--- src/sivx_pkg.sv ---
// ----------------------------------------------------------------------------
// sivx_pkg
// Types and constants for the sector image XOR checksum verifier.
// ----------------------------------------------------------------------------
package sivx_pkg;

	localparam logic [15:0] HEADER_BYTES = 16'd6;
	localparam logic [15:0] COUNT_LO_POS = 16'd4;
	localparam logic [15:0] COUNT_HI_POS = 16'd5;

	localparam logic [2:0] PH_IDLE   = 3'd0;
	localparam logic [2:0] PH_HEADER = 3'd1;
	localparam logic [2:0] PH_SIZE   = 3'd2;
	localparam logic [2:0] PH_ADDR   = 3'd3;
	localparam logic [2:0] PH_DATA   = 3'd4;
	localparam logic [2:0] PH_CSUM   = 3'd5;
	localparam logic [2:0] PH_DONE   = 3'd6;

	localparam logic ST_PASS     = 1'b0;
	localparam logic ST_MISMATCH = 1'b1;

	typedef struct packed {
		logic [7:0] image_byte;
		logic       image_start;
	} image_t;

	typedef struct packed {
		logic        status;
		logic [15:0] failed_sector;
		logic [15:0] sectors_checked;
	} result_t;

endpackage

--- src/sector_image_xor_verifier_core.sv ---
// ----------------------------------------------------------------------------
// sector_image_xor_verifier_core
// Verifies the per-sector XOR checksums of a program image streamed bytewise.
// Throughput: one image byte per cycle; the input stalls only while a result
// is held in the output register and the output side stalls.
// Latency: a result is valid the cycle after the byte that completes it.
// Reset: arst_n clears parse state to idle and empties the result register.
// ----------------------------------------------------------------------------
module sector_image_xor_verifier_core
	import sivx_pkg::*;
(
	input  logic    clk,
	input  logic    arst_n,
	input  logic    image_valid,
	output logic    image_stall,
	input  image_t  image,
	output logic    result_valid,
	input  logic    result_stall,
	output result_t result
);

	logic    accept;
	logic    emit;
	result_t res;
	logic    result_valid_q;
	result_t result_q;

	assign image_stall = result_valid_q & result_stall;
	assign accept      = image_valid & ~image_stall;

	sivx_parse u_parse (
		.clk    (clk),
		.arst_n (arst_n),
		.accept (accept),
		.item   (image),
		.emit   (emit),
		.res    (res)
	);

	always_ff @(posedge clk or negedge arst_n) begin
		if (!arst_n) begin
			result_valid_q <= 1'b0;
		end else if (emit) begin
			result_valid_q <= 1'b1;
		end else if (!result_stall) begin
			result_valid_q <= 1'b0;
		end
	end

	always_ff @(posedge clk) begin
		if (emit)
			result_q <= res;
	end

	assign result_valid = result_valid_q;
	assign result       = result_q;

endmodule

--- src/sivx_parse.sv ---
// ----------------------------------------------------------------------------
// sivx_parse
// Image parser: header, per-sector fields and running XOR checksum.
// ----------------------------------------------------------------------------
module sivx_parse
	import sivx_pkg::*;
(
	input  logic    clk,
	input  logic    arst_n,
	input  logic    accept,
	input  image_t  item,
	output logic    emit,
	output result_t res
);

	logic [2:0]  phase_q;
	logic [15:0] byte_count_q;
	logic [15:0] sectors_left_q;
	logic [15:0] sector_number_q;
	logic [15:0] sector_length_q;
	logic [15:0] running_sum_q;
	logic [7:0]  low_byte_hold_q;

	logic [2:0]  phase_d;
	logic [15:0] byte_count_d;
	logic [15:0] sectors_left_d;
	logic [15:0] sector_number_d;
	logic [15:0] sector_length_d;
	logic [15:0] running_sum_d;
	logic [7:0]  low_byte_hold_d;

	always_comb begin
		logic [7:0]  b;
		logic [15:0] word;
		logic [15:0] bc_inc;
		b               = item.image_byte;
		phase_d         = phase_q;
		byte_count_d    = byte_count_q;
		sectors_left_d  = sectors_left_q;
		sector_number_d = sector_number_q;
		sector_length_d = sector_length_q;
		running_sum_d   = running_sum_q;
		low_byte_hold_d = low_byte_hold_q;
		emit            = 1'b0;
		res             = '0;

		if (item.image_start) begin
			phase_d         = PH_HEADER;
			byte_count_d    = '0;
			sectors_left_d  = '0;
			sector_number_d = '0;
			sector_length_d = '0;
			running_sum_d   = '0;
			low_byte_hold_d = '0;
		end

		word   = {b, low_byte_hold_d};
		bc_inc = byte_count_d + 16'd1;

		case (phase_d)
			PH_HEADER: begin
				if (byte_count_d == COUNT_LO_POS)
					sectors_left_d = {8'd0, b};
				else if (byte_count_d == COUNT_HI_POS)
					sectors_left_d = {b, sectors_left_d[7:0]};
				byte_count_d = bc_inc;
				if (bc_inc >= HEADER_BYTES) begin
					byte_count_d = '0;
					if (sectors_left_d == '0) begin
						emit                = 1'b1;
						res.status          = ST_PASS;
						res.sectors_checked = sector_number_d;
						phase_d             = PH_DONE;
					end else begin
						phase_d = PH_SIZE;
					end
				end
			end
			PH_SIZE, PH_ADDR, PH_CSUM: begin
				if (byte_count_d == '0) begin
					low_byte_hold_d = b;
					byte_count_d    = 16'd1;
				end else begin
					byte_count_d = '0;
					if (phase_d == PH_SIZE) begin
						sector_length_d = word;
						running_sum_d   = word;
						phase_d         = PH_ADDR;
					end else if (phase_d == PH_ADDR) begin
						running_sum_d = running_sum_d ^ word;
						phase_d = (sector_length_d == '0) ? PH_CSUM : PH_DATA;
					end else if (word != running_sum_d) begin
						emit                = 1'b1;
						res.status          = ST_MISMATCH;
						res.failed_sector   = sector_number_d;
						res.sectors_checked = sector_number_d;
						phase_d             = PH_DONE;
					end else begin
						sector_number_d = sector_number_d + 16'd1;
						sectors_left_d  = sectors_left_d - 16'd1;
						if (sectors_left_d == '0) begin
							emit                = 1'b1;
							res.status          = ST_PASS;
							res.sectors_checked = sector_number_d;
							phase_d             = PH_DONE;
						end else begin
							phase_d = PH_SIZE;
						end
					end
				end
			end
			PH_DATA: begin
				if (!byte_count_d[0]) begin
					low_byte_hold_d = b;
					if ({1'b0, byte_count_d} + 17'd1 == {1'b0, sector_length_d})
						running_sum_d = running_sum_d ^ {8'd0, b};
				end else begin
					running_sum_d = running_sum_d ^ {b, low_byte_hold_q};
				end
				byte_count_d = bc_inc;
				if (bc_inc == sector_length_d) begin
					byte_count_d = '0;
					phase_d      = PH_CSUM;
				end
			end
			default: ;
		endcase

		if (!accept)
			emit = 1'b0;
	end

	always_ff @(posedge clk or negedge arst_n) begin
		if (!arst_n) begin
			phase_q         <= PH_IDLE;
			byte_count_q    <= '0;
			sectors_left_q  <= '0;
			sector_number_q <= '0;
			sector_length_q <= '0;
			running_sum_q   <= '0;
			low_byte_hold_q <= '0;
		end else if (accept) begin
			phase_q         <= phase_d;
			byte_count_q    <= byte_count_d;
			sectors_left_q  <= sectors_left_d;
			sector_number_q <= sector_number_d;
			sector_length_q <= sector_length_d;
			running_sum_q   <= running_sum_d;
			low_byte_hold_q <= low_byte_hold_d;
		end
	end

endmodule

--- config.mk ---
export PLATFORM = sky130hd
export DESIGN_NAME = sector_image_xor_verifier_core
export DESIGN_NICKNAME = d
export VERILOG_FILES = /design/src/sivx_pkg.sv /design/src/sector_image_xor_verifier_core.sv /design/src/sivx_parse.sv
export SDC_FILE = /design/constraint.sdc
export NUM_CORES = 1
export LEC_CHECK = 0
export BUFFER_PORTS_ARGS = -buffer_cell sky130_fd_sc_hd__buf_2
export CORE_AREA = 2 2 128 130
export DETAILED_ROUTE_END_ITERATION = 16
export DIE_AREA = 0 0 130 132
export PLACE_DENSITY = 0.77
export SLEW_MARGIN = 20
export SYNTH_ARGS = -nofsm -noshare
export SYNTH_HDL_FRONTEND = slang
export SYNTH_SLANG_ARGS = --single-unit
--- constraint.sdc ---
create_clock -name clk -period 11.25 [get_ports clk]
set_input_delay 1.6875 -clock clk [delete_from_list [all_inputs] [get_ports clk]]
set_output_delay 1.6875 -clock clk [all_outputs]
set_load 0.03 [all_outputs]
**Word-level counts from Yosys, hierarchy flattened**

Index checks and enable logic that the tools add are counted.

- Divide/modulo/power cells: 0
- Mux-type cells: 66
- Magnitude comparators: 1
- Bitwise logic cells: 8
- Reduce and logical (&&, ||, !) cells: 7
- Shift operators: 0
- $mul: 0
- Eq/ne operators: 11
- $add $sub $neg: 4

Operators by type and width:

| operator | number |
|---|---|
| 16-bit 2-to-1 mux | 34 |
| 16-bit case mux with 2 select lines | 3 |
| 16-bit logical NOT | 4 |
| 16-bit case mux with 3 select lines | 1 |
| 16-bit by 1-bit adder with 16-bit output (second input constant) | 2 |
| 16-bit by 3-bit == test with 1-bit output (second input constant) | 2 |
| 16-bit bitwise XOR | 2 |
| 3-bit 2-to-1 mux | 9 |
| 8-bit 2-to-1 mux | 3 |
| 16-bit by 1-bit adder with 17-bit output (second input constant) | 1 |
| 17-bit by 16-bit == test with 1-bit output | 1 |
| 16-bit == test | 1 |
| 16-bit by 3-bit >= comparator with 1-bit output (second input constant) | 1 |
| 16-bit inequality test | 1 |
| 8-bit case mux with 2 select lines | 1 |
| 16-bit by 1-bit subtractor with 16-bit output (second input constant) | 1 |
| 16-bit by 8-bit bitwise XOR with 16-bit output | 1 |
| 1-bit 2-to-1 mux | 13 |
| 3-bit case mux with 3 select lines | 1 |
| 3-bit by 2-bit == test with 1-bit output (second input constant) | 2 |
| 3-bit == test (second input constant) | 2 |
| 5-bit OR reduction | 1 |
| 4-bit OR reduction | 1 |
| 3-bit by 1-bit == test with 1-bit output (second input constant) | 1 |
| 5 further kinds | 8 |

- Register bits: 125
- Bits in latches: 0
- RAM bits: 0
- Logic and storage cells: 108
- Memory bits (read-only): 0
- Output and inout port bits: 35
- Memories: 0

**Depth between registers and ports, before layout**

- Depth in word-level cells: 11
- Depth in mapped cells: 20
- Mapped depth without buffers: 12

**Cells and area by module**

Synthesis repeated with hierarchy kept, for this count alone.

- Cell total of the unflattened synthesis: 1,098
- Area total of the unflattened synthesis: 9,073.7 µm²

Modules (own cells, without submodules):

| module | sequential area each (µm²) | cells an instance | times used | area an instance (µm²) |
|---|---|---|---|---|
| sivx_parse | 2,277.2 | 1,061 | 1 | 8,036.5 |
| sector_image_xor_verifier_core | 1,016.0 | 37 | 1 | 1,037.2 |

**Worst setup path before layout**

No wires, ideal clock.

- Kind: in2reg
- Start point: input port image[0] (netlist name)
- End point: register result_q (netlist bit result[0]) (enable)
- Setup time: 0.435 ns
- Slack: 4.072 ns
- Arrival: 6.742 ns
- Data required time: 10.815 ns
- Cell stages on the path: 18
- Cells stage by stage: buf_2 -> buf_2 -> buf_2 -> buf_2 -> buf_2 -> clkbuf_1 -> clkbuf_1 -> buf_1 -> nor2b_1 -> ha_1 -> buf_2 -> nand2_1 -> or3_1 -> nor2_1 -> o311ai_1 -> o41ai_2 -> a211o_1 -> a21oi_1

- Word-level cells in the longest chain between the ends: 10
- Elaborated cells between the ends (all ways): 31
- Those cells by class: 2 x add/sub; 1 x order compare; 7 x eq/ne; 17 x mux; 4 x reduce/logical

RTL lines:

| item | RTL line | source |
|---|---|---|
| start, declared | sector_image_xor_verifier_core.sv:16 | `input image_t image,` |
| 16-bit 2-to-1 mux | sivx_parse.sv:47 | `if (item.image_start) begin` |
| 16-bit by 1-bit subtractor with 16-bit output or 16-bit by 3-bit == test with 1-bit output (tied branches) | sivx_parse.sv:100, sivx_parse.sv:64 |  |
| 16-bit logical NOT or 16-bit 2-to-1 mux (tied branches) | sivx_parse.sv:101, sivx_parse.sv:64 |  |
| 1-bit 2-to-1 mux or 16-bit 2-to-1 mux (tied branches) | sivx_parse.sv:101, sivx_parse.sv:62 |  |
| 1-bit 2-to-1 mux or 16-bit 2-to-1 mux (tied branches) | sivx_parse.sv:92, sivx_parse.sv:60 |  |
| 1-bit 2-to-1 mux or 16-bit logical NOT (tied branches) | sivx_parse.sv:89, sivx_parse.sv:69 |  |
| 1-bit 2-to-1 mux, on equally long branches | sivx_parse.sv:85, sivx_parse.sv:69 |  |
| 1-bit 2-to-1 mux, on equally long branches | sivx_parse.sv:80, sivx_parse.sv:67 |  |
| 1-bit case mux with 2 select lines * | sivx_parse.sv:60 | `case (phase_d)` |
| 1-bit 2-to-1 mux * | sivx_parse.sv:129 | `if (!accept)` |
| named net emit | sector_image_xor_verifier_core.sv:23 | `logic emit;` |
| end signal, assigned | sector_image_xor_verifier_core.sv:52 | `result_q <= res;` |
| end, declared | sector_image_xor_verifier_core.sv:26 | `result_t result_q;` |

The timed path passes the listed nets; every way through them passes the cells marked *. The select of a mux whose other input is x is not followed.
A chain may end at the register's enable or synchronous reset.

**Worst setup path in the final report**

- Start point: input port image[0] (netlist name)
- End point: register result_q (netlist bit result[25]) (enable)

Same word-level chain as after synthesis.

==> results by group <==
Timing
  – Slew Limit Fails: 0
  – Hold_ws: slightly above 0.5 ns
  – Final Skew: 0.0113 ns
  – Max-slew headroom: just under 30%
  – Final setup fails: 0
  – RSZ-0062 raised after global routing: false
  – F_max: 175 MHz
  – Final period utilization: between 50 and 60%
  – Tmin final: approximately 5.7 ns
  – Worst Tran Pin Value: between 1 and 1.5 ns
  – Post-route setup TNS: 0 ns
  – Final Hold Viols: 0
  – Setup ws final: ~5.5 ns

CTS
  – CTS H-tree lvls: 4
  – Resize count post-CTS: 0
  – CTS Buf Count: 17
  – Bufs on Longest Clock Path: 2
  – Worst skew pair latency: between 0.4 and 0.5 ns
  – CTS root buf: clkbuf_16
  – CTS clk-pin slew, worst paths: about 0.06 ns
  – Post-CTS Setup Bufs: 0
  – CTS Hold Bufs: 0
  – Sink Count: roughly 130
  – CTS tree: done

Job
  – Maxcap violations: 0

Floorplanning
  – IO Pins: 48
  – Total die area: 17200 um^2
  – Die H: 132 um
  – Core area: around 16000 um^2
  – Die width: about 130 um
  – Starting density of the core: ~59%
  – Row cnt: 46

Drt
  – WL met1: 11.8 mm
  – Met3 WL: 2.91 mm
  – WL/cell: 20.7 um
  – WL met2: ~12 mm
  – Final WL: 27.9 mm
  – Vias/cell: 6.95
  – DR pass1 iterations: 6
  – Antenna viol nets, final: 0
  – Top layer used by detailed routing: met4
  – Post-route DRC: 0
  – Vias: 9355
  – Iter 0 DRT Violations: roughly 1500

Placed design
  – Placer Congestion: roughly 0.94
  – Detailed placer's ending HPWL: between 15 and 20 mm
  – Port bufs: between 40 and 50
  – Area of placed instances: 9500 um^2
  – Pre-CTS setup slack: 5.01 ns
  – Dpl cells: between 1000 and 1500

Global routing
  – Largest net degree at the start of global routing: a little over 60
  – Vias in the first global route: roughly 8400
  – Total GRT Usage: between 30% and 40%
  – Initial antenna violation count: 0
  – First-pass GRT wire length: ~45 mm
  – Total grt overflow: 0

Worst setup path
  – Crit-path cells: buf_2, buf_4, inv_1, buf_4, nand2_1, ha_1, nor2_1, a221oi_1, a2111oi_0, nand2_1, nor3_1, o21ai_1, a21oi_4, buf_16
  – Top delay family on crit path: compound AO/OA/AOI/OAI gates
  – Crit path DAT: just under 6 ns
  – Crit path largest cell delay: roughly 0.57 ns
  – CP Launch Type: input port
  – CP required: 11.39 ns
  – Peak fanout along the critical path: 48
  – CP bufs+invs: 5
  – Kind of critical path: in2reg
  – CP endpoint kind: flip-flop
  – Slowest cell on crit path: a21oi_4

Finish
  – Final Cell Area: slightly above 10000 um^2
  – Area growth syn-to-layout: 9.69%
  – Commonest non-fill, non-tap cells in the layout: nand2_1 (125), o21ai_0 (95), dfrtp_1 (92)
  – Ratio of cells with drive above 1 in the final layout: between 10% and 20%
  – Commonest non-fill, non-tap cell in the layout: nand2_1
  – Fin nets: 1137
  – Post-Route Utilization: 64.5%
  – # diodes: 0
  – Finished Layout Cells: around 1300

Power and ir drop
  – IR drop worst, VDD: 144 uV
  – P_leak: around 4 nW
  – Sequential power share: around 34%
  – Switch Pwr: about 0.7 mW
  – Internal: about 1.0 mW
  – Total power: about 1.8 mW
  – Pwr Density: 173 nW/um^2
  – Combinational group share of total power: 33.7%
  – Sw frac: between 40 and 50%
  – Power share of the clock group: approximately 33%

Yosys
  – Post-synthesis sequential area ratio: 35.6%
  – Synthesized area: approximately 9200 um^2
  – Post-synth EDFFs: 33
  – Yosys cell types: 91
  – Net count of the mapped netlist: between 1000 and 1500
  – Synthesis Warnings: 0
  – Seq cells post-synth: 125
  – Syn avg cell area: about 8.2 um^2
  – Post-synth ARST share: 73.6%
  – Syn Inst Count: approximately 1100
  – Top_reg_cell synth: dfrtp_1

Run status
  – Run status: finished clean

Min path
  – HP Class: reg2reg
[kinds of logic after synthesis]
logic type               after synthesis  share of synthesized area [%]
flip-flops                           125                           35.6
AND/OR/NAND/NOR                      443                           25.2
multiplexers                          23                           2.57
XOR/XNOR                              44                           4.17
AO/OA/AOI/OAI                        363                           26.2
adder cells (fa/ha/maj)                6                          0.812
buffers and inverters                122                           5.46
[worst register-to-register path: cells and delay by family (launching register included)]
family,cells,cell delay (ns)
simple gates,6,1.66
compound gates,3,1.42
buf+inv,1,0.27
fa+ha+maj,1,0.49
flops,1,0.55
[power by group through the flow]
stage	logic [mW]	clock network (mW)	registers (mW)
2_1_floorplan	0.430	0	0.572
5_1_grt	0.641	0.594	0.597
6_report	0.592	0.576	0.589
3_5_place_dp	0.569	0	0.593
4_1_cts	0.572	0.575	0.586
3_3_place_gp	0.562	0	0.592
[worst paths after layout]
path / to / from / slack, ns / cells after the start
min in group asynchronous: u_parse.low_byte_hold_q[1]$_DFFE_PN0P_ / arst_n / 1.18 / 1
setup / recovery: result[25]$_SDFFCE_PP0P_ / image[0] / 5.54 / 14
setup reg to reg: result_valid$_DFFE_PN0P_ / u_parse.byte_count_q[0]$_DFFE_PN0P_ / 6.76 / 11
max in group asynchronous: u_parse.sector_number_q[2]$_DFFE_PN0P_ / arst_n / 8.86 / 2
hold reg to reg: u_parse.running_sum_q[12]$_DFFE_PN0P_ / u_parse.running_sum_q[12]$_DFFE_PN0P_ / 0.51 / 2
hold / removal: u_parse.running_sum_q[12]$_DFFE_PN0P_ / u_parse.running_sum_q[12]$_DFFE_PN0P_ / 0.51 / 2
[flip-flops by register name, summed over array words and instances, names as in the netlist]
name / cells
result: 33
result_valid: 1
u_parse.byte_count_q: 16
u_parse.low_byte_hold_q: 8
u_parse.phase_q: 3
u_parse.running_sum_q: 16
u_parse.sector_length_q: 16
u_parse.sector_number_q: 16
u_parse.sectors_left_q: 16
[layer usage]
layer	global-route usage, %	vias to the layer above
met5	0	-
met4	12.3	0
met3	6.66	97
met2	48.1	623
met1	48.7	4396
li1	-	4239
[cell type report]
| type | instances | area, um^2 |
|---|---|---|
| Timing Repair Buffer | 65 | 393 |
| Inverter | 30 | 113 |
| Sequential cell | 125 | 3290 |
| Fill cell | 1348 | 5580 |
| Clock buffer | 17 | 425 |
| Multi-Input combinational cell | 879 | 5470 |
| Tap cell | 216 | 270 |
| Clock inverter | 15 | 178 |
[cell usage after synthesis (6+ instances only)]
master    instances  share of area (%)
a21oi_1          60                3.2
a22o_1           20                1.9
a22oi_1          21                1.7
a31oi_1          23                1.6
and3_1           21                1.4
buf_2            21                1.1
clkbuf_1         62                2.5
dfrtp_1          92                 25
edfxtp_1         33                 11
ha_1              6               0.81
inv_1            29                1.2
mux2_2            6               0.73
mux2i_1          17                1.8
nand2_1         125                5.1
nand2b_1         10               0.68
nand3_1          37                2.0
nand4_1          22                1.5
nor2_1           83                3.4
nor2b_1          22                1.5
nor3_1           29                1.6
nor3b_1           6               0.49
nor4_1           19                1.3
nor4b_1           6               0.57
o211ai_1         16                1.3
o21a_1            7               0.57
o21ai_0          95                5.1
o21ai_1          15               0.81
o221ai_1          8               0.76
o22ai_1          22                1.5
o31a_1            7               0.66
or2_2             7               0.47
or3_1            17                1.2
xnor2_1          24                2.3
xor2_1           20                1.9
Power figures use the tool's default switching activity.
